$ cat config.mk
export PLATFORM = sky130hd
export DESIGN_NAME = sstf_disk_request_scheduler_flat
export DESIGN_NICKNAME = d
export VERILOG_FILES = /design/src/design/sstf_pkg.sv /design/src/design/sstf_ifs.sv /design/src/design/sstf_disk_request_scheduler.sv /design/src/design/sstf_sequencer.sv /design/src/design/sstf_datapath.sv /design/src/flat_wrapper.sv
export SDC_FILE = /design/constraint.sdc
export NUM_CORES = 1
export LEC_CHECK = 0
export BUFFER_PORTS_ARGS = -buffer_cell sky130_fd_sc_hd__buf_2
export CORE_MARGIN = 1
export CORE_UTILIZATION = 56
export DETAILED_ROUTE_END_ITERATION = 7
export PLACE_DENSITY = 0.76
export SYNTH_ARGS = -nofsm -noshare
export SYNTH_HDL_FRONTEND = slang
export SYNTH_HIERARCHICAL = 1
export SYNTH_SLANG_ARGS = --single-unit
$ cat constraint.sdc
create_clock -name clk -period 5.5 [get_ports clk]
set_input_delay 0.275 -clock clk [delete_from_list [all_inputs] [get_ports clk]]
set_output_delay 0.275 -clock clk [all_outputs]
set_load 0.005 [all_outputs]
$ cat src/design/sstf_pkg.sv
// ----------------------------------------------------------------------------
// sstf_pkg
// Types, codes and fixed widths shared by the seek scheduler files.
// ----------------------------------------------------------------------------
`default_nettype none

package sstf_pkg;

	localparam int TRACK_BITS     = 16;
	localparam int MAX_REQUESTERS = 16;
	localparam int ID_W           = 4;
	localparam int CAP_W          = 4;
	localparam int LIVE_W         = 5;
	localparam int CFG_IDX_W      = 1;
	localparam int CFG_DATA_W     = 5;

	localparam logic [LIVE_W-1:0] ID_LIMIT = LIVE_W'(MAX_REQUESTERS);

	localparam logic OP_SUBMIT = 1'b0;
	localparam logic OP_RETIRE = 1'b1;

	localparam logic [CFG_IDX_W-1:0] REG_MAX_QUEUE      = 1'b0;
	localparam logic [CFG_IDX_W-1:0] REG_NUM_REQUESTERS = 1'b1;

	typedef enum logic [2:0] {
		ST_ACCEPTED = 3'd0,
		ST_FULL     = 3'd1,
		ST_PENDING  = 3'd2,
		ST_RETIRED  = 3'd3,
		ST_INVALID  = 3'd4
	} status_t;

	typedef enum logic [3:0] {
		S_EMIT      = 4'd0,
		S_IDLE      = 4'd1,
		S_DECODE    = 4'd2,
		S_ROUTE     = 4'd3,
		S_FREE      = 4'd4,
		S_INSERT    = 4'd5,
		S_SRV_INIT  = 4'd6,
		S_SRV_PRIME = 4'd7,
		S_SCAN      = 4'd8,
		S_TAKE      = 4'd9
	} step_t;

	typedef enum logic [3:0] {
		ACT_NOP,
		ACT_LOAD,
		ACT_DECODE,
		ACT_PTR_CLEAR,
		ACT_FREE_STEP,
		ACT_INSERT,
		ACT_SRV_INIT,
		ACT_SCAN_ADV,
		ACT_SCAN_CMP,
		ACT_SERVE,
		ACT_EMIT
	} act_t;

	typedef enum logic [3:0] {
		COND_NEVER,
		COND_ALWAYS,
		COND_NO_REQ,
		COND_REJECT,
		COND_RETIRE,
		COND_SLOT_BUSY,
		COND_NO_SERVE,
		COND_SCAN_MORE,
		COND_OUT_BUSY
	} cond_t;

	typedef struct packed {
		act_t  act;
		cond_t cond;
		step_t target;
	} ctl_t;

	typedef struct packed {
		logic in_valid;
		logic reject;
		logic retire;
		logic slot_busy;
		logic no_serve;
		logic scan_more;
		logic out_busy;
	} flags_t;

endpackage

`default_nettype wire

$ cat src/design/sstf_ifs.sv
// ----------------------------------------------------------------------------
// sstf interfaces
// Request, result and register write channels with valid/ready handshake.
// ----------------------------------------------------------------------------
`default_nettype none

interface sstf_req_if;
	logic                              valid;
	logic                              ready;
	logic                              opcode;
	logic [sstf_pkg::ID_W-1:0]         requester_id;
	logic [sstf_pkg::TRACK_BITS-1:0]   track;

	modport source (output valid, opcode, requester_id, track, input ready);
	modport sink (input valid, opcode, requester_id, track, output ready);
endinterface

interface sstf_rsp_if;
	logic                              valid;
	logic                              ready;
	sstf_pkg::status_t                 status;
	logic                              served_valid;
	logic [sstf_pkg::ID_W-1:0]         served_requester;
	logic [sstf_pkg::TRACK_BITS-1:0]   served_track;
	logic [sstf_pkg::CAP_W-1:0]        queue_count;
	logic                              finished;

	modport source (output valid, status, served_valid, served_requester, served_track,
		queue_count, finished, input ready);
	modport sink (input valid, status, served_valid, served_requester, served_track,
		queue_count, finished, output ready);
endinterface

interface sstf_cfg_if;
	logic                              valid;
	logic                              ready;
	logic [sstf_pkg::CFG_IDX_W-1:0]    index;
	logic [sstf_pkg::CFG_DATA_W-1:0]   data;

	modport source (output valid, index, data, input ready);
	modport sink (input valid, index, data, output ready);
endinterface

`default_nettype wire

$ cat src/design/sstf_disk_request_scheduler.sv
// ----------------------------------------------------------------------------
// sstf_disk_request_scheduler
// Shortest-seek-first disk request scheduler driven by a microcoded sequencer.
// ----------------------------------------------------------------------------
//  channel | dir | payload
//  req     | in  | opcode, requester_id, track
//  rsp     | out | status, served_valid, served_requester, served_track,
//          |     | queue_count, finished
//  cfg     | in  | index, data (register writes, always ready)
//
// a refused request goes from decode straight to the result; a retire without
// serve passes route and serve init; a submit also steps over each occupied slot
// below the first free one and inserts. a serve scans the slot memory through its
// single read port, one slot and one distance compare per cycle
// one request at a time; req is ready only while the sequencer is idle
// a held result stalls the sequencer until taken; no clearing pass after reset
`default_nettype none

module sstf_disk_request_scheduler #(
	parameter int QUEUE_DEPTH = 8
) (
	input  wire logic  clk,
	input  wire logic  arst_n,
	sstf_req_if.sink   req,
	sstf_rsp_if.source rsp,
	sstf_cfg_if.sink   cfg
);
	import sstf_pkg::*;

	ctl_t   ctl;
	flags_t flags;

	sstf_sequencer u_seq (
		.clk    (clk),
		.arst_n (arst_n),
		.flags  (flags),
		.ctl    (ctl)
	);

	sstf_datapath #(
		.QUEUE_DEPTH (QUEUE_DEPTH)
	) u_dp (
		.clk    (clk),
		.arst_n (arst_n),
		.ctl    (ctl),
		.flags  (flags),
		.req    (req),
		.rsp    (rsp),
		.cfg    (cfg)
	);

endmodule

`default_nettype wire

$ cat src/design/sstf_sequencer.sv
// ----------------------------------------------------------------------------
// sstf_sequencer
// Step counter and control store; conditional jumps on datapath flags.
// ----------------------------------------------------------------------------
`default_nettype none

module sstf_sequencer (
	input  wire logic             clk,
	input  wire logic             arst_n,
	input  wire sstf_pkg::flags_t flags,
	output sstf_pkg::ctl_t        ctl
);
	import sstf_pkg::*;

	step_t upc_q;
	step_t upc_d;
	logic  take;

	// control store
	always_comb begin
		case (upc_q)
			S_EMIT:      ctl = '{ACT_EMIT,      COND_OUT_BUSY,  S_EMIT};
			S_IDLE:      ctl = '{ACT_LOAD,      COND_NO_REQ,    S_IDLE};
			S_DECODE:    ctl = '{ACT_DECODE,    COND_REJECT,    S_EMIT};
			S_ROUTE:     ctl = '{ACT_PTR_CLEAR, COND_RETIRE,    S_SRV_INIT};
			S_FREE:      ctl = '{ACT_FREE_STEP, COND_SLOT_BUSY, S_FREE};
			S_INSERT:    ctl = '{ACT_INSERT,    COND_NEVER,     S_IDLE};
			S_SRV_INIT:  ctl = '{ACT_SRV_INIT,  COND_NO_SERVE,  S_EMIT};
			S_SRV_PRIME: ctl = '{ACT_SCAN_ADV,  COND_NEVER,     S_IDLE};
			S_SCAN:      ctl = '{ACT_SCAN_CMP,  COND_SCAN_MORE, S_SCAN};
			S_TAKE:      ctl = '{ACT_SERVE,     COND_ALWAYS,    S_EMIT};
			default:     ctl = '{ACT_NOP,       COND_ALWAYS,    S_IDLE};
		endcase
	end

	always_comb begin
		case (ctl.cond)
			COND_NEVER:     take = 1'b0;
			COND_ALWAYS:    take = 1'b1;
			COND_NO_REQ:    take = !flags.in_valid;
			COND_REJECT:    take = flags.reject;
			COND_RETIRE:    take = flags.retire;
			COND_SLOT_BUSY: take = flags.slot_busy;
			COND_NO_SERVE:  take = flags.no_serve;
			COND_SCAN_MORE: take = flags.scan_more;
			COND_OUT_BUSY:  take = flags.out_busy;
			default:        take = 1'b1;
		endcase
		upc_d = take ? ctl.target : step_t'(upc_q + 4'd1);
	end

	always_ff @(posedge clk or negedge arst_n) begin
		if (!arst_n) begin
			upc_q <= S_IDLE;
		end else begin
			upc_q <= upc_d;
		end
	end

endmodule

`default_nettype wire

$ cat src/design/sstf_datapath.sv
// ----------------------------------------------------------------------------
// sstf_datapath
// Slot memory, pending marks, head, counters, distance compare, result regs.
// ----------------------------------------------------------------------------
`default_nettype none

module sstf_datapath #(
	parameter int QUEUE_DEPTH = 8
) (
	input  wire logic             clk,
	input  wire logic             arst_n,
	input  wire sstf_pkg::ctl_t   ctl,
	output sstf_pkg::flags_t      flags,
	sstf_req_if.sink              req,
	sstf_rsp_if.source            rsp,
	sstf_cfg_if.sink              cfg
);
	import sstf_pkg::*;

	localparam int SLOT_W = (QUEUE_DEPTH > 1) ? $clog2(QUEUE_DEPTH) : 1;
	localparam logic [SLOT_W-1:0] LAST_SLOT = SLOT_W'(QUEUE_DEPTH - 1);

	typedef struct packed {
		logic [ID_W-1:0]       owner;
		logic [TRACK_BITS-1:0] track;
	} slot_t;

	slot_t slot_mem [QUEUE_DEPTH];
	slot_t rd_s1;
	logic [SLOT_W-1:0] idx_s1;

	logic [QUEUE_DEPTH-1:0]    slot_valid_q;
	logic [MAX_REQUESTERS-1:0] pending_q;
	logic [TRACK_BITS-1:0]     head_q;
	logic [LIVE_W-1:0]         live_q;
	logic [CAP_W-1:0]          cap_q;
	logic [CAP_W-1:0]          waiting_q;
	logic [SLOT_W-1:0]         ptr_q;

	logic                  op_q;
	logic [ID_W-1:0]       id_q;
	logic [TRACK_BITS-1:0] trk_q;

	status_t               status_q;
	logic                  found_q;
	logic [SLOT_W-1:0]     best_idx_q;
	logic [TRACK_BITS-1:0] best_dist_q;
	logic [TRACK_BITS-1:0] best_trk_q;
	logic [ID_W-1:0]       best_own_q;
	logic                  srv_valid_q;
	logic [ID_W-1:0]       srv_req_q;
	logic [TRACK_BITS-1:0] srv_trk_q;

	logic                  out_valid_q;
	status_t               out_status_q;
	logic                  out_srv_q;
	logic [ID_W-1:0]       out_req_q;
	logic [TRACK_BITS-1:0] out_trk_q;
	logic [CAP_W-1:0]      out_count_q;
	logic                  out_fin_q;

	status_t               dec_status;
	logic                  dec_reject;
	logic [TRACK_BITS-1:0] seek_gap;
	logic [LIVE_W-1:0]     live_dec;
	logic [SLOT_W-1:0]     ptr_inc;
	logic                  out_busy;
	logic                  emit_load;
	logic [CAP_W-1:0]      cfg_cap;
	logic [LIVE_W-1:0]     cfg_live;

	assign req.ready = (ctl.act == ACT_LOAD);
	assign cfg.ready = 1'b1;

	assign live_dec = live_q - LIVE_W'(1);
	assign ptr_inc  = (ptr_q != LAST_SLOT) ? ptr_q + SLOT_W'(1) : ptr_q;
	assign seek_gap = (rd_s1.track >= head_q) ? rd_s1.track - head_q : head_q - rd_s1.track;
	assign out_busy = out_valid_q && !rsp.ready;
	assign emit_load = (ctl.act == ACT_EMIT) && !out_busy;

	assign cfg_cap  = (32'(cfg.data[CAP_W-1:0]) > QUEUE_DEPTH) ? CAP_W'(QUEUE_DEPTH)
		: cfg.data[CAP_W-1:0];
	assign cfg_live = (cfg.data > ID_LIMIT) ? ID_LIMIT : cfg.data;

	// item classification
	always_comb begin
		dec_status = ST_ACCEPTED;
		dec_reject = 1'b0;
		if ({1'b0, id_q} >= ID_LIMIT) begin
			dec_status = ST_INVALID;
			dec_reject = 1'b1;
		end else if (op_q == OP_SUBMIT) begin
			if (waiting_q >= cap_q) begin
				dec_status = ST_FULL;
				dec_reject = 1'b1;
			end else if (pending_q[id_q]) begin
				dec_status = ST_PENDING;
				dec_reject = 1'b1;
			end
		end else begin
			dec_status = ST_RETIRED;
			if (pending_q[id_q]) begin
				dec_status = ST_PENDING;
				dec_reject = 1'b1;
			end else if (live_q == '0) begin
				dec_status = ST_INVALID;
				dec_reject = 1'b1;
			end
		end
	end

	always_comb begin
		flags.in_valid  = req.valid;
		flags.reject    = dec_reject;
		flags.retire    = (op_q == OP_RETIRE);
		flags.slot_busy = slot_valid_q[ptr_q];
		flags.no_serve  = (waiting_q == '0) || (waiting_q < cap_q);
		flags.scan_more = (idx_s1 != LAST_SLOT);
		flags.out_busy  = out_busy;
	end

	// slot memory, one read port scanned by ptr_q
	always_ff @(posedge clk) begin
		if (ctl.act == ACT_INSERT) begin
			slot_mem[ptr_q] <= '{owner: id_q, track: trk_q};
		end
		rd_s1  <= slot_mem[ptr_q];
		idx_s1 <= ptr_q;
	end

	// item latch, scan payload, status and result registers
	always_ff @(posedge clk) begin
		if (ctl.act == ACT_LOAD && req.valid) begin
			op_q  <= req.opcode;
			id_q  <= req.requester_id;
			trk_q <= req.track;
		end
		if (ctl.act == ACT_SCAN_CMP && slot_valid_q[idx_s1]
				&& (!found_q || seek_gap < best_dist_q)) begin
			best_idx_q  <= idx_s1;
			best_dist_q <= seek_gap;
			best_trk_q  <= rd_s1.track;
			best_own_q  <= rd_s1.owner;
		end
		if (ctl.act == ACT_DECODE) begin
			status_q  <= dec_status;
			srv_req_q <= '0;
			srv_trk_q <= '0;
		end
		if (ctl.act == ACT_SERVE && found_q) begin
			srv_req_q <= best_own_q;
			srv_trk_q <= best_trk_q;
		end
		if (emit_load) begin
			out_status_q <= status_q;
			out_srv_q    <= srv_valid_q;
			out_req_q    <= srv_req_q;
			out_trk_q    <= srv_trk_q;
			out_count_q  <= waiting_q;
			out_fin_q    <= (cap_q == '0);
		end
	end

	// control state
	always_ff @(posedge clk or negedge arst_n) begin
		if (!arst_n) begin
			slot_valid_q <= '0;
			pending_q    <= '0;
			head_q       <= '0;
			live_q       <= LIVE_W'(1);
			cap_q        <= CAP_W'(1);
			waiting_q    <= '0;
			ptr_q        <= '0;
			found_q      <= 1'b0;
			srv_valid_q  <= 1'b0;
			out_valid_q  <= 1'b0;
		end else begin
			if (cfg.valid && cfg.index == REG_MAX_QUEUE) begin
				cap_q <= cfg_cap;
			end
			if (cfg.valid && cfg.index == REG_NUM_REQUESTERS) begin
				live_q <= cfg_live;
			end
			case (ctl.act)
				ACT_DECODE: begin
					srv_valid_q <= 1'b0;
					if (!dec_reject && op_q == OP_RETIRE) begin
						live_q <= live_dec;
						if (live_dec < {1'b0, cap_q}) begin
							cap_q <= cap_q - CAP_W'(1);
						end
					end
				end
				ACT_PTR_CLEAR: ptr_q <= '0;
				ACT_FREE_STEP: begin
					if (slot_valid_q[ptr_q]) begin
						ptr_q <= ptr_inc;
					end
				end
				ACT_INSERT: begin
					slot_valid_q[ptr_q] <= 1'b1;
					pending_q[id_q]     <= 1'b1;
					waiting_q           <= waiting_q + CAP_W'(1);
				end
				ACT_SRV_INIT: begin
					ptr_q   <= '0;
					found_q <= 1'b0;
				end
				ACT_SCAN_ADV: ptr_q <= ptr_inc;
				ACT_SCAN_CMP: begin
					ptr_q <= ptr_inc;
					if (slot_valid_q[idx_s1]) begin
						found_q <= 1'b1;
					end
				end
				ACT_SERVE: begin
					if (found_q) begin
						slot_valid_q[best_idx_q] <= 1'b0;
						pending_q[best_own_q]    <= 1'b0;
						head_q                   <= best_trk_q;
						waiting_q                <= waiting_q - CAP_W'(1);
						srv_valid_q              <= 1'b1;
					end
				end
				default: ;
			endcase
			if (emit_load) begin
				out_valid_q <= 1'b1;
			end else if (rsp.ready) begin
				out_valid_q <= 1'b0;
			end
		end
	end

	assign rsp.valid            = out_valid_q;
	assign rsp.status           = out_status_q;
	assign rsp.served_valid     = out_srv_q;
	assign rsp.served_requester = out_req_q;
	assign rsp.served_track     = out_trk_q;
	assign rsp.queue_count      = out_count_q;
	assign rsp.finished         = out_fin_q;

`ifndef SYNTHESIS
	a_count_matches_slots: assert property (@(posedge clk) disable iff (!arst_n)
		$countones(slot_valid_q) == int'(waiting_q))
		else $error("waiting count differs from occupied slots");

	a_count_in_depth: assert property (@(posedge clk) disable iff (!arst_n)
		int'(waiting_q) <= QUEUE_DEPTH)
		else $error("waiting count beyond queue depth");

	a_serve_moves_head: assert property (@(posedge clk) disable iff (!arst_n)
		(ctl.act == ACT_SERVE && found_q) |=> (head_q == srv_trk_q && srv_valid_q))
		else $error("serve did not move head to served track");

	a_served_status: assert property (@(posedge clk) disable iff (!arst_n)
		(out_valid_q && out_srv_q) |-> (out_status_q == ST_ACCEPTED
			|| out_status_q == ST_RETIRED))
		else $error("serve reported on a refused request");
`endif

endmodule

`default_nettype wire

$ cat src/flat_wrapper.sv
// flat-port wrapper written by rule: the top's interface ports become plain ports
module sstf_disk_request_scheduler_flat import sstf_pkg::*;
#(
	parameter int QUEUE_DEPTH = 8
)
  (clk, arst_n, req_valid, req_opcode, req_requester_id, req_track, req_ready, rsp_valid, rsp_status, rsp_served_valid, rsp_served_requester, rsp_served_track, rsp_queue_count, rsp_finished, rsp_ready, cfg_valid, cfg_index, cfg_data, cfg_ready);
  sstf_req_if req_i ();
  sstf_rsp_if rsp_i ();
  sstf_cfg_if cfg_i ();
  input  wire logic clk;
  input  wire logic arst_n;
  input wire logic [$bits(req_i.valid)-1:0] req_valid;
  input wire logic [$bits(req_i.opcode)-1:0] req_opcode;
  input wire logic [$bits(req_i.requester_id)-1:0] req_requester_id;
  input wire logic [$bits(req_i.track)-1:0] req_track;
  output wire logic [$bits(req_i.ready)-1:0] req_ready;
  output wire logic [$bits(rsp_i.valid)-1:0] rsp_valid;
  output wire logic [$bits(rsp_i.status)-1:0] rsp_status;
  output wire logic [$bits(rsp_i.served_valid)-1:0] rsp_served_valid;
  output wire logic [$bits(rsp_i.served_requester)-1:0] rsp_served_requester;
  output wire logic [$bits(rsp_i.served_track)-1:0] rsp_served_track;
  output wire logic [$bits(rsp_i.queue_count)-1:0] rsp_queue_count;
  output wire logic [$bits(rsp_i.finished)-1:0] rsp_finished;
  input wire logic [$bits(rsp_i.ready)-1:0] rsp_ready;
  input wire logic [$bits(cfg_i.valid)-1:0] cfg_valid;
  input wire logic [$bits(cfg_i.index)-1:0] cfg_index;
  input wire logic [$bits(cfg_i.data)-1:0] cfg_data;
  output wire logic [$bits(cfg_i.ready)-1:0] cfg_ready;
  assign req_i.valid = req_valid;
  assign req_i.opcode = req_opcode;
  assign req_i.requester_id = req_requester_id;
  assign req_i.track = req_track;
  assign req_ready = req_i.ready;
  assign rsp_valid = rsp_i.valid;
  assign rsp_status = rsp_i.status;
  assign rsp_served_valid = rsp_i.served_valid;
  assign rsp_served_requester = rsp_i.served_requester;
  assign rsp_served_track = rsp_i.served_track;
  assign rsp_queue_count = rsp_i.queue_count;
  assign rsp_finished = rsp_i.finished;
  assign rsp_i.ready = rsp_ready;
  assign cfg_i.valid = cfg_valid;
  assign cfg_i.index = cfg_index;
  assign cfg_i.data = cfg_data;
  assign cfg_ready = cfg_i.ready;
  sstf_disk_request_scheduler #(.QUEUE_DEPTH(QUEUE_DEPTH)) u_core (.clk(clk), .arst_n(arst_n), .req(req_i), .rsp(rsp_i), .cfg(cfg_i));
endmodule
# After elaboration in Yosys (flattened, before gate mapping)
# Memories as Yosys holds them, arrays and structs flattened. A register that Yosys moved wholly into a read port is not among the register bits.
# Cells that the tools add are included.
dict set report op_classes {
  n_lt_le_gt_ge 16
  n_reduce_logical 37
  mux 57
  n_eq_ne 22
  n_addsub 8
  bitwise_logic 7
}
# op n
set ops {}
lappend ops {{2-to-1 mux 16 bit} 4}
lappend ops {{2-to-1 mux 4 bit} 9}
lappend ops {{== test 4 x 3 -> 1 bit (second input constant)} 8}
lappend ops {{one-hot mux 16 bit (2 select lines)} 1}
lappend ops {{subtractor 16 bit} 2}
lappend ops {{2-to-1 mux 5 bit} 4}
lappend ops {{2-to-1 mux 1 bit} 18}
lappend ops {{2-to-1 mux 3 bit} 6}
lappend ops {{AND 16 bit} 1}
lappend ops {{== test 4 x 2 -> 1 bit (second input constant)} 4}
lappend ops {{== test 4 bit (second input constant)} 4}
lappend ops {{greater-or-equal comparator 16 bit} 1}
lappend ops {{< comparator 16 bit} 1}
lappend ops {{NOT 16 bit} 1}
lappend ops {{OR 16 bit} 1}
lappend ops {{one-hot mux 8 bit (2 select lines)} 1}
lappend ops {{logical AND 1 bit} 13}
lappend ops {{zero test 4 bit} 3}
lappend ops {{< comparator 3 x 4 -> 1 bit (second input constant)} 3}
lappend ops {{< comparator 4 x 5 -> 1 bit (second input constant)} 2}
lappend ops {{AND reduction 2 bit} 5}
lappend ops {{nonzero test 2 bit} 5}
lappend ops {{one-hot mux 3 bit (3 select lines)} 1}
lappend ops {{adder 4 x 1 -> 4 bit (second input constant)} 2}
lappend ops {{32 further kinds} 47}
dict set report word_totals {
  regBits 178
  romBits 192
  out_inout_bits 32
  mem_bits_rw 160
  word_cells 177
  memories 2
}
# memory depth width rd rd_clocked_by_memory_dff write_ports line
set mem_list {}
lappend mem_list {{(no name shown)} 16 12 1 0 0 sstf_sequencer.sv:21} ;# case (upc_q)
lappend mem_list {u_core.u_dp.slot_mem 8 20 1 1 1 sstf_datapath.sv:28} ;# slot_t slot_mem [QUEUE_DEPTH];

# Longest topological paths before layout
# Gate-level depths: netlist of run 1.
dict set report depth {
  word_depth 9
  mapped_depth 19
  ltp_nobuf 18
}

# By module
# Netlist of run 1, hierarchy kept.
# mod n_inst cells_each area_each_um2
set modules_own_cells {}
lappend modules_own_cells {sstf_datapath 1 1069 14809.2}
lappend modules_own_cells {sstf_sequencer 1 64 575.6}

# Least setup slack after synthesis of run 1
# Ideal clock, no wire load.
dict set report synth_timing {
  path_kind {register to register}
  startpoint {register u_core.u_dp.head_q[9]}
  endpoint {register u_core.u_dp.best_dist_q[0] (enable)}
  n_path_buf 2
  path_slack_ns -0.345
  arrival_ns 5.396
  setup_ns 0.448
  stages_incl_launch_ff 17
  synth_period_minus_slack_ns 5.845
  cell_sequence {dfrtp_1 > ha_1 > clkbuf_1 > a21oi_1 > o21ai_0 > a21oi_1 > o311ai_1 > clkbuf_1 > mux2_2 > ha_1 > a21boi_0 > o21ai_0 > nand2b_1 > a21oi_1 > o21ai_0 > a221o_1 > a21oi_1}
}
dict set report synth_via {
  elab_chain_len 5
  elab_cells_between_ends 7
}
# item line
set synth_rtl {}
lappend synth_rtl {{start: declaration} sstf_datapath.sv:34} ;# logic [TRACK_BITS-1:0] head_q;
lappend synth_rtl {{start signal: assignment} sstf_datapath.sv:220} ;# head_q <= best_trk_q;
lappend synth_rtl {{greater-or-equal comparator 16 bit} sstf_datapath.sv:77} ;# assign seek_gap = (rd_s1.track >= head_q) ? rd_s1.track - head_q : head_q - rd_s1.track;
lappend synth_rtl {{2-to-1 mux 16 bit} sstf_datapath.sv:77}
lappend synth_rtl {{via u_core.u_dp.seek_gap[1]} sstf_datapath.sv:64} ;# logic [TRACK_BITS-1:0] seek_gap;
lappend synth_rtl {{< comparator 16 bit} sstf_datapath.sv:139} ;# && (!found_q || seek_gap < best_dist_q)) begin
lappend synth_rtl {{logical OR 1 bit} sstf_datapath.sv:139}
lappend synth_rtl {{logical AND 1 bit} sstf_datapath.sv:139}
lappend synth_rtl {{end signal: assignment} sstf_datapath.sv:141} ;# best_dist_q <= seek_gap;
lappend synth_rtl {{end: declaration} sstf_datapath.sv:47} ;# logic [TRACK_BITS-1:0] best_dist_q;
# The timed path passes the listed nets, and every way through them passes these cells.
# A chain may end at the register's enable or synchronous reset.

# Worst setup path after layout of run 1
dict set report layout_timing {
  startpoint {register u_core/u_dp/rd_s1[9] (netlist name)}
  endpoint {register u_core.u_dp.best_trk_q[14] (enable)}
}
dict set report layout_via {
  elab_chain_len 5
  elab_cells_between_ends 7
}
# item line
set layout_rtl {}
lappend layout_rtl {{subtractor 16 bit / greater-or-equal comparator 16 bit (equally long branches)} sstf_datapath.sv:77}
lappend layout_rtl {{2-to-1 mux 16 bit (*)} sstf_datapath.sv:77}
lappend layout_rtl {{via u_core.u_dp.seek_gap[9]} sstf_datapath.sv:64}
lappend layout_rtl {{< comparator 16 bit (*)} sstf_datapath.sv:139}
lappend layout_rtl {{logical OR 1 bit (*)} sstf_datapath.sv:139}
lappend layout_rtl {{logical AND 1 bit (*)} sstf_datapath.sv:139}
lappend layout_rtl {{end signal: assignment} sstf_datapath.sv:142} ;# best_trk_q <= rd_s1.track;
lappend layout_rtl {{end: declaration} sstf_datapath.sv:48} ;# logic [TRACK_BITS-1:0] best_trk_q;
# Mark *: on every way through the listed nets, which the timed path passes. The rest lies on a longest branch.

==> impl_results.md, run 1 <==
- Fin crit share: 85.5%
- Critical path data arrival time: 4880 ps
- Skew final: 28.8 ps
- Sequential area share after synthesis: 66.4%
- Max cap viols: 0
- Seq. cell area: 10200 um2
- Vias in the first global route: 9408
- Clock root buffer: clkbuf_16
- Status: complete, no violations
- Non-Filler Instances: 1597
- Worst path slowest cell: o311ai_2
- EDFF count, synth: 272
- CP endpoint kind: flop
- Distinct cells, synth: 78
- Post-synth net total: 1234
- Fill count: 1912
- Area of the multi-input gates: 4740 um2
- IO Port Bufs: 62
- Die height: 168 um
- CTS buffer count: 37
- Pin count of the biggest net entering global routing: 64
- Slew headroom: 23.7%
- Dpl hpwl: 20800 um
- Cells after Synth: 1133
- Sink Count: 358
- Final ANT Viol Nets: 0
- WL final: 32700 um
- Clk slew on worst S/H paths: 60 ps
- Number of antenna violations at the first check in global routing: 0
- Post-synth ARST share: 17.6%
- Critical path class: reg2reg
- Residual DRC count: 0
- Core area: 27000 um2
- Power Density: 610 nW/um2
- Via count: 9584
- Ports: 64
- Worst min-delay path class: in2reg
- Syn avg cell area: 13.6 um2
- Slew of the pin with the lowest slew margin: 1140 ps
- Synth warnings: 6
- Cell Area, Synth: 15400 um2
- CTS Buffer Depth: 3
- Placed cell count: 1507
- Vias per cell: 6.00
- Cell mode on critical path: a21oi_1
- Worst ir drop on vdd: 0.000320 V
- RSZ-0062 raised after global routing: no
- Area leader, netlist: edfxtp_1
- Worst Path Required: 5680 ps
- Drt pass-1 iters: 5
- First-pass GRT wire length: 51600 um
- Die area: 28100 um2
- Area delta synth->final: 14.7%
- Iteration-0 DRC count of the detailed router: 875
- FF+latch count, synth: 358
- Utilization after layout: 65.5%
- # setup viols final: 0
- Die X: 168 um
- Crit path cell chain: inv_1 -> ha_1 -> a21oi_1 -> o21ai_0 -> a21oi_1 -> o311ai_2 -> buf_4 -> nor2_1 -> a21oi_1 -> xnor2_1 -> ha_1 -> a21o_1 -> a21o_1 -> a21oi_1 -> o21ai_0 -> a221o_1 -> a21oi_4 -> buf_4
- Routability cong.: 0.900
- Ys flop type: edfxtp_1
- Clock latency on the worst-skew pair: 530 ps
- FP Rows: 60
- CP Max Fanout: 20
- Slowest cell delay on critical path: 480 ps
- H-tree Lvls: 2
- Initial Util: 57.1%
- Yosys top cell area share: 53.1%
- Static leakage: 0.00692 uW
- WL per Instance: 20.5 um
- Fin nets: 1328
- Antenna diode count: 0
- CTS tree: done
- Top post-synthesis cells by area: edfxtp_1, dfrtp_1, ha_1, a22oi_1, dfxtp_1
- Fin crit period: 4700 ps
- GRT overflow: 0
- Reg2Reg Setup Slack: 800 ps
- Setup Total Neg Slack: 0 ps
- Max Slew Vio Count: 0
- Layout cells sized above 1: 14.9%
- Crit path launch type: flop
- Final-report hold violation count: 0
- Total Routing Usage GR: 23.7%
- Highest Clock Rate: 213 MHz
logic make-up after synthesis:
group / share of synthesized area (%)
flip-flops: 66.4
AO/OA/AOI/OAI: 12.3
AND/OR/NAND/NOR: 8.18
buffers and inverters: 3.39
adder cells (fa/ha/maj): 5.76
multiplexers: 2.63
XOR/XNOR: 1.31
other: 0.0244
Yosys cell counts (all sizes together) (4+ instances only):
cell / number
edfxtp: 272
a22oi: 82
inv: 78
ha: 66
o21ai: 65
dfrtp: 60
a21oi: 56
nor2: 51
nand2: 43
clkbuf: 39
nand4: 28
a21o: 27
and3: 27
dfxtp: 23
nand2b: 23
nor3: 21
mux2i: 15
nand3: 15
xnor2: 14
buf: 12
xor2: 9
o21bai: 8
mux2: 7
mux4: 7
nor3b: 7
nor2b: 5
a211oi: 4
a21boi: 4
a31oi: 4
o211ai: 4
o21a: 4
worst max-delay path: cells and delay by family, from the launching register on:
family | cells | cell delay (ps)
buffers and inverters | 3 | 700
adder cells (fa/ha/maj) | 2 | 740
AO/OA/AOI/OAI | 11 | 2290
XOR/XNOR | 1 | 180
AND/OR/NAND/NOR | 1 | 80
flip-flops | 1 | 370
per-stage QoR:
stage          power (uW)  hold WS (ps)  worst slack [ps]  area (um2)
6_report            10800          58.0               799       17600
3_3_place_gp         8050           390               975       16100
3_5_place_dp         8160           390               878       16100
5_1_grt             11400          64.2               469       17600
2_1_floorplan        6990         -20.6               513       15400
4_1_cts             10800          44.6               822       17600
where the power goes:
group | internal, uW | leakage (uW) | switching [uW]
registers | 3640 | 0.00348 | 387
clock network | 1550 | 0.000626 | 1040
logic | 1690 | 0.00281 | 2460
what timing repair did:
action                    4_1_cts  5_1_grt
hold buffers                   22        0
setup buffers                   0        0
resized for setup               0        0
hold endpoints to repair       68        0
cell type report:
cell class / instances / area share (%)
well taps: 341 / 2.42
flip-flops and latches: 358 / 57.8
repair buffers: 106 / 3.94
multi-input cells: 646 / 26.8
inverters: 78 / 1.66
clock buffers: 42 / 5.41
clock inverters: 26 / 1.89
metal layers:
layer	GRT usage, %	routed length, um	vias to the layer above
met1	33.4	14200	4683
met3	3.76	2360	51
met2	38.7	15600	396
li1	-	-	4454
met4	6.38	504	0
met5	0	0	-
worst paths after layout:
kind                                              end  cells past startpoint                  start
setup / recovery           u_core/u_dp/best_trk_q[14]                     18   u_core/u_dp/rd_s1[9]
hold / removal                  u_core/u_dp/rsp.valid                      3              rsp_ready
setup reg to reg           u_core/u_dp/best_trk_q[14]                     18   u_core/u_dp/rd_s1[9]
hold reg to reg             u_core/u_dp/best_own_q[1]                      0  u_core/u_dp/rd_s1[17]
max in group asynchronous       u_core/u_dp/head_q[0]                      3                 arst_n
min in group asynchronous        u_core/u_dp/ptr_q[2]                      3                 arst_n
placed cells by master, fill, tap and decap left out, types with 4 or more instances in the layout:
cell type	count
edfxtp_1	272
a22oi_1	82
inv_1	76
ha_1	66
o21ai_0	65
buf_2	62
dfrtp_1	60
a21oi_1	55
nor2_1	49
nand2_1	42
clkbuf_16	37
nand4_1	28
a21o_1	27
and3_1	27
nand2b_1	23
dfxtp_1	23
dlygate4sd3_1	22
buf_4	22
mux2i_1	15
nand3_1	14
xnor2_1	14
nor3_1	13
xor2_1	9
clkinv_2	8
o21bai_1	7
mux4_2	7
bufinv_16	6
nor3b_1	6
clkinv_1	5
nor2b_1	5
nor3_2	5
mux2_4	5
clkbuf_1	4
a21boi_0	4
a211oi_1	4
o21a_1	4
a31oi_1	4
sequential cells by signal, indices dropped and copies added (netlist names), 3 cells and up:
name / cells
u_core/u_dp/slot_mem: 160
u_core/u_dp/rd_s1: 20
u_core/u_dp/best_dist_q: 16
u_core/u_dp/best_trk_q: 16
u_core/u_dp/head_q: 16
u_core/u_dp/pending_q: 16
u_core/u_dp/rsp.served_track: 16
u_core/u_dp/srv_trk_q: 16
u_core/u_dp/trk_q: 16
u_core/u_dp/slot_valid_q: 8
u_core/u_dp/live_q: 5
u_core/u_dp/best_own_q: 4
u_core/u_dp/cap_q: 4
u_core/u_dp/id_q: 4
u_core/u_dp/rsp.queue_count: 4
u_core/u_dp/rsp.served_requester: 4
u_core/u_dp/srv_req_q: 4
u_core/u_dp/waiting_q: 4
u_core/u_seq/upc_q: 4
u_core/u_dp/best_idx_q: 3
u_core/u_dp/idx_s1: 3
u_core/u_dp/ptr_q: 3
u_core/u_dp/rsp.status: 3
u_core/u_dp/status_q: 3
(Power assumes the default switching activity.)
==> run 2: changes to the inputs <==
Settings changed: REMOVE_ABC_BUFFERS from default to 1.
==> impl_results.md, run 2 (same netlist as run 1, synthesis figures left out) <==
- Max Slew Vio Count: 0 (unchanged)
- Slowest cell delay on critical path: 580 ps (was 480 ps)
- Fill count: 1929 (was 1912)
- GRT overflow: 0 (unchanged)
- Max cap viols: 0 (unchanged)
- CP Max Fanout: 29 (was 20)
- Non-Filler Instances: 1600 (was 1597)
- FP Rows: 60 (unchanged)
- Overall power: 10800 uW (about the same)
- Total Routing Usage GR: 23.1% (was 23.7%)
- IO Port Bufs: 62 (unchanged)
- Final Cell Area: 17700 um2 (was 17600 um2)
- Core area: 27000 um2 (unchanged)
- Die area: 28100 um2 (unchanged)
- Highest Clock Rate: 202 MHz (was 213 MHz)
- CTS Buffer Depth: 3 (unchanged)
- Area delta synth->final: 15.2% (was 14.7%)
- First-pass GRT wire length: 50400 um (was 51600 um)
- Reg2Reg Setup Slack: 550 ps (was 800 ps)
- Slew headroom: 26.3% (was 23.7%)
- Clk slew on worst S/H paths: 60 ps (about the same)
- Worst min-delay path class: in2reg (unchanged)
- Antenna diode count: 0 (unchanged)
- Area of the multi-input gates: 4750 um2 (was 4740 um2)
- Worst path bufs/invs: 3 (unchanged)
- Critical path data arrival time: 5170 ps (was 4880 ps)
- Die height: 168 um (unchanged)
- Largest reg by FF count: u_core/u_dp/slot_mem (unchanged)
- Pin count of the biggest net entering global routing: 64 (unchanged)
- Vias in the first global route: 9322 (was 9408)
- Worst Path Required: 5710 ps (was 5680 ps)
- Most frequent cells in the layout: edfxtp_1, a22oi_1, inv_1 (unchanged)
- Sink Count: 358 (unchanged)
- # setup viols final: 0 (unchanged)
- DP Area: 16200 um2 (was 16100 um2)
- H-tree Lvls: 2 (unchanged)
- Status: complete, no violations (unchanged)
- Iteration-0 DRC count of the detailed router: 899 (was 875)
- WL final: 32100 um (was 32700 um)
- CTS tree: done (unchanged)
- Placed cell count: 1509 (was 1507)
- Fin crit period: 4950 ps (was 4700 ps)
- Residual DRC count: 0 (unchanged)
- Vias per cell: 5.95 (was 6.00)
- Final-report hold violation count: 0 (unchanged)
- Drt pass-1 iters: 5 (unchanged)
- Die X: 168 um (unchanged)
- Crit-path leading delay family: compound AO/OA/AOI/OAI gates (unchanged)
- Crit path launch type: flop (unchanged)
- Clock root buffer: clkbuf_16 (unchanged)
- Initial Util: 57.1% (unchanged)
- Commonest non-fill, non-tap cell in the layout: edfxtp_1 (unchanged)
- CTS buffer count: 38 (was 37)
- RSZ-0062 raised after global routing: no (unchanged)
- Layout cells sized above 1: 14.7% (was 14.9%)
- Worst ir drop on vdd: 0.000321 V (was 0.000320 V)
- Ports: 64 (unchanged)
- Power Density: 612 nW/um2 (was 610 nW/um2)
- Seq. cell area: 10200 um2 (unchanged)
- Number of antenna violations at the first check in global routing: 0 (unchanged)
- Via count: 9526 (was 9584)
- Static leakage: 0.00695 uW (was 0.00692 uW)
- Setup Buffers After CTS: 0 (unchanged)
- Dpl hpwl: 20300 um (was 20800 um)
- WL per Instance: 20.1 um (was 20.5 um)
- Skew final: 24.9 ps (was 28.8 ps)
- Clock latency on the worst-skew pair: 540 ps (was 530 ps)
- Max reg flops: 160 (unchanged)
- CP endpoint kind: flop (unchanged)
- Routability cong.: 0.926 (was 0.900)
- Fin crit share: 90.0% (was 85.5%)
- Worst path slowest cell: o311ai_4 (was o311ai_2)
- Final ANT Viol Nets: 0 (unchanged)
- Crit path cell chain: inv_1 -> ha_1 -> a21oi_1 -> o21ai_0 -> a21oi_1 -> o311ai_4 -> buf_4 -> mux2_2 -> ha_1 -> a21boi_0 -> o21ai_0 -> nand2b_1 -> a21oi_1 -> o21ai_0 -> a221o_1 -> a21oi_4 -> buf_12 (was inv_1 -> ha_1 -> a21oi_1 -> o21ai_0 -> a21oi_1 -> o311ai_2 -> buf_4 -> nor2_1 -> a21oi_1 -> xnor2_1 -> ha_1 -> a21o_1 -> a21o_1 -> a21oi_1 -> o21ai_0 -> a221o_1 -> a21oi_4 -> buf_4)
- Critical path class: reg2reg (unchanged)
- Setup Total Neg Slack: 0 ps (unchanged)
- Slew of the pin with the lowest slew margin: 1100 ps (was 1140 ps)
- Hold_ws: 54.4 ps (was 58.0 ps)
- Fin nets: 1331 (was 1328)
- Largest regs: u_core/u_dp/slot_mem x160, u_core/u_dp/rd_s1 x20 (unchanged)
[run 2: what timing repair did]
action	in CTS	in global routing
hold buffers	22	0
hold endpoints to repair	71	0
resized for setup	0	1
endpoints found under the setup margin	0	29
[run 2: final timing paths]
check / from / endpoint / cells after the start
worst max-delay path: u_core/u_dp/rd_s1[9] / u_core/u_dp/best_trk_q[0] / 17
min in group asynchronous: arst_n / u_core/u_seq/upc_q[1] / 3
worst max register to register: u_core/u_dp/rd_s1[9] / u_core/u_dp/best_trk_q[0] / 17
worst min register to register: u_core/u_dp/rd_s1[16] / u_core/u_dp/best_own_q[0] / 0
max in group asynchronous: arst_n / u_core/u_dp/waiting_q[0] / 3
worst min-delay path: rsp_ready / u_core/u_dp/rsp.valid / 3
[run 2: tightest hold or removal path: cells and delay by family]
family	cells	cell delay (ps)
buffers and inverters	1	70
AND/OR/NAND/NOR	2	190
[run 2: area by class of cell]
type,count,share of cell area [%]
clock buffer,44,5.61
clock inverter,25,1.83
inverter,78,1.65
multi-input combinational,646,26.8
sequential,358,57.6
tap,341,2.41
timing repair buffer,108,4.08
[run 2: power breakdown]
| part | internal (uW) | switching, uW | leakage (uW) |
|---|---|---|---|
| clock | 1590 | 1040 | 0.000632 |
| combinational | 1710 | 2480 | 0.00283 |
| sequential | 3640 | 388 | 0.00348 |
| total | 6940 | 3900 | 0.00695 |
[run 2: stage by stage]
step	utilization [%]	worst slack, ps
3_3_place_gp	60.0	482
4_1_cts	65.7	274
2_1_floorplan	-	-1400
5_1_grt	65.7	152
6_report	65.7	548
3_5_place_dp	60.0	333
[run 2: metal layers]
layer,share of wire [%],GRT usage [%],wire [um],vias to the layer above
met4,1.9,6.38,615,0
li1,-,-,-,4466
met3,7.6,3.92,2430,52
met5,0,0,0,-
met1,44,32.3,14000,4622
met2,47,37.6,15100,386
==> run 3: changes to the inputs <==
Settings changed: RECOVER_POWER from default to 50.
==> impl_results.md, run 3 (same netlist as run 1, synthesis figures left out) <==
- Status: finished with violations (was complete, no violations)
- Failing checks: capacitance limit, slew limit
- IO Port Bufs: 62 (unchanged)
- Hold_ws: 55.2 ps (was 54.4 ps)
- Final Cell Area: 17700 um2 (about the same)
- FP Rows: 60 (unchanged)
- Slew of the pin with the lowest slew margin: 3630 ps (was 1100 ps)
- Largest regs: u_core/u_dp/slot_mem x160, u_core/u_dp/rd_s1 x20 (unchanged)
- Crit path cell chain: inv_1 -> ha_1 -> a21oi_1 -> o21ai_0 -> a21oi_1 -> o311ai_4 -> buf_4 -> mux2_2 -> ha_1 -> a21boi_0 -> o21ai_0 -> nand2b_1 -> a21oi_1 -> o21ai_0 -> a221o_1 -> a21oi_4 -> buf_12 (unchanged)
- Final-report hold violation count: 0 (unchanged)
- Die area: 28100 um2 (unchanged)
- Clk slew on worst S/H paths: 60 ps (about the same)
- Vias in the first global route: 9322 (unchanged)
- CP Max Fanout: 29 (unchanged)
- H-tree Lvls: 2 (unchanged)
- Largest reg by FF count: u_core/u_dp/slot_mem (unchanged)
- Worst ir drop on vdd: 0.000321 V (unchanged)
- Clock latency on the worst-skew pair: 540 ps (about the same)
- Critical path class: reg2reg (unchanged)
- Final ANT Viol Nets: 0 (unchanged)
- CTS Buffer Depth: 3 (unchanged)
- First-pass GRT wire length: 50400 um (unchanged)
- Vias per cell: 5.93 (was 5.95)
- Skew final: 21.9 ps (was 24.9 ps)
- Worst path slowest cell: o311ai_4 (unchanged)
- Clock root buffer: clkbuf_16 (unchanged)
- RSZ-0062 raised after global routing: no (unchanged)
- Die X: 168 um (unchanged)
- Reg2Reg Setup Slack: 550 ps (about the same)
- Max reg flops: 160 (unchanged)
- Hold depth: 3 (unchanged)
- WL final: 32200 um (was 32100 um)
- Slowest cell delay on critical path: 580 ps (about the same)
- Drt pass-1 iters: 6 (was 5)
- Total Routing Usage GR: 23.1% (unchanged)
- Antenna diode count: 0 (unchanged)
- Hold EP: u_core/u_dp/rsp.valid (unchanged)
- Initial Util: 57.1% (unchanged)
- Max Slew Vio Count: 86 (was 0)
- Number of antenna violations at the first check in global routing: 0 (unchanged)
- Crit path launch type: flop (unchanged)
- DP Area: 16200 um2 (unchanged)
- Routability cong.: 0.926 (unchanged)
- Worst R2R Path Depth: 17 (unchanged)
- Core area: 27000 um2 (unchanged)
- Setup Buffers After CTS: 0 (unchanged)
- Most frequent cells in the layout: edfxtp_1, a22oi_1, inv_1 (unchanged)
- Worst min-delay path class: in2reg (unchanged)
- Fin crit period: 4950 ps (about the same)
- Commonest non-fill, non-tap cell in the layout: edfxtp_1 (unchanged)
- Pin count of the biggest net entering global routing: 64 (unchanged)
- Iteration-0 DRC count of the detailed router: 873 (was 899)
- # setup viols final: 0 (unchanged)
- Hold Startpoint: rsp_ready (unchanged)
- Dpl hpwl: 20300 um (unchanged)
- WL per Instance: 20.1 um (about the same)
- Area delta synth->final: 15.0% (was 15.2%)
- CTS tree: done (unchanged)
- Worst r2r dst: u_core/u_dp/best_trk_q[0] (unchanged)
- Reg2Reg Launch Point: u_core/u_dp/rd_s1[9] (unchanged)
- Static leakage: 0.00692 uW (was 0.00695 uW)
- Setup Total Neg Slack: 0 ps (unchanged)
- Sink Count: 358 (unchanged)
- Fin crit share: 90.0% (about the same)
- Die height: 168 um (unchanged)
- Critical path data arrival time: 5170 ps (about the same)
- Ports: 64 (unchanged)
- Layout cells sized above 1: 13.8% (was 14.7%)
- GRT overflow: 0 (unchanged)
- Max cap viols: 2 (was 0)
- Slew headroom: -142% (was 26.3%)
- Highest Clock Rate: 202 MHz (about the same)
- Worst Path Required: 5720 ps (was 5710 ps)
- Power Density: 612 nW/um2 (about the same)
- CP endpoint kind: flop (unchanged)
- CTS buffer count: 38 (unchanged)
- Via count: 9489 (was 9526)
- Residual DRC count: 0 (unchanged)
- Fin nets: 1331 (unchanged)
- Fill count: 1933 (was 1929)
-- run 3: cell count changes in the layout (fill, tap and decap cells not counted) --
cell,previous run,this run
inv_1,76,77
clkbuf_1,4,11
buf_2,62,57
or2_1,1,0
buf_4,23,21
nor3_1,13,14
dfstp_2,3,1
or2_0,0,1
dfstp_1,0,2
inv_2,2,1
nor3_4,4,3
-- run 3: layout make-up --
cell class / instances / area (um2) / area share (%)
timing repair buffer: 108 / 709 / 4.01
inverter: 78 / 293 / 1.65
sequential: 358 / 10200 / 57.7
multi-input combinational: 646 / 4740 / 26.8
clock buffer: 44 / 993 / 5.61
tap: 341 / 427 / 2.41
clock inverter: 25 / 324 / 1.83
-- run 3: what timing repair did --
item / in CTS / in global routing
endpoints found under the setup margin: 0 / 29
endpoints found under the hold margin: 71 / 0
resized for setup: 0 / 1
hold buffers: 22 / 0
-- run 3: per-stage QoR --
step / total power, uW / utilization, % / std cells / worst slack (ps)
floorplan: 6910 / - / 1082 / -1400
global placement: 8070 / 60.0 / 1509 / 482
detailed placement: 8180 / 60.0 / 1509 / 333
CTS: 10900 / 65.7 / 1600 / 274
global route: 11500 / 65.7 / 1600 / 152
finish: 10800 / 65.7 / 1600 / 550
-- run 3: per-layer routing --
metal | wire [um] | track usage [%] | vias to the layer above
met2 | 15100 | 37.6 | 386
met1 | 14100 | 32.3 | 4588
met4 | 563 | 6.38 | 0
li1 | - | - | 4466
met3 | 2470 | 3.92 | 49
met5 | 0 | 0 | -
-- run 3: worst max-delay path, delay by kind of cell (launching register included) --
kind / cells / cell delay [ps]
AOI/OAI and AO/OA: 10 / 2480
adders and majority gates: 2 / 700
buffers and inverters: 3 / 640
DFF: 1 / 360
muxes: 1 / 360
and+or+nand+nor: 1 / 70
-- run 3: how the worst max path moves through the flow --
stage / startpoint / endpoint / slack, ps
2_1_floorplan: u_core/u_dp/head_q[9] / u_core/u_dp/best_dist_q[0] / -1400
3_3_place_gp: u_core/u_dp/head_q[9] / u_core/u_dp/best_trk_q[7] / 480
6_report: u_core/u_dp/rd_s1[9] / u_core/u_dp/best_trk_q[0] / 550
3_5_place_dp: u_core/u_dp/rd_s1[9] / u_core/u_dp/best_trk_q[9] / 330
5_1_grt: u_core/u_dp/rd_s1[9] / u_core/u_dp/best_idx_q[0] / 150
4_1_cts: u_core/u_dp/rd_s1[9] / u_core/u_dp/best_idx_q[2] / 270
-- run 3: power breakdown --
part / total (uW) / internal (uW) / switching (uW)
clock: 2620 / 1590 / 1030
sequential: 4020 / 3630 / 386
combinational: 4180 / 1710 / 2480
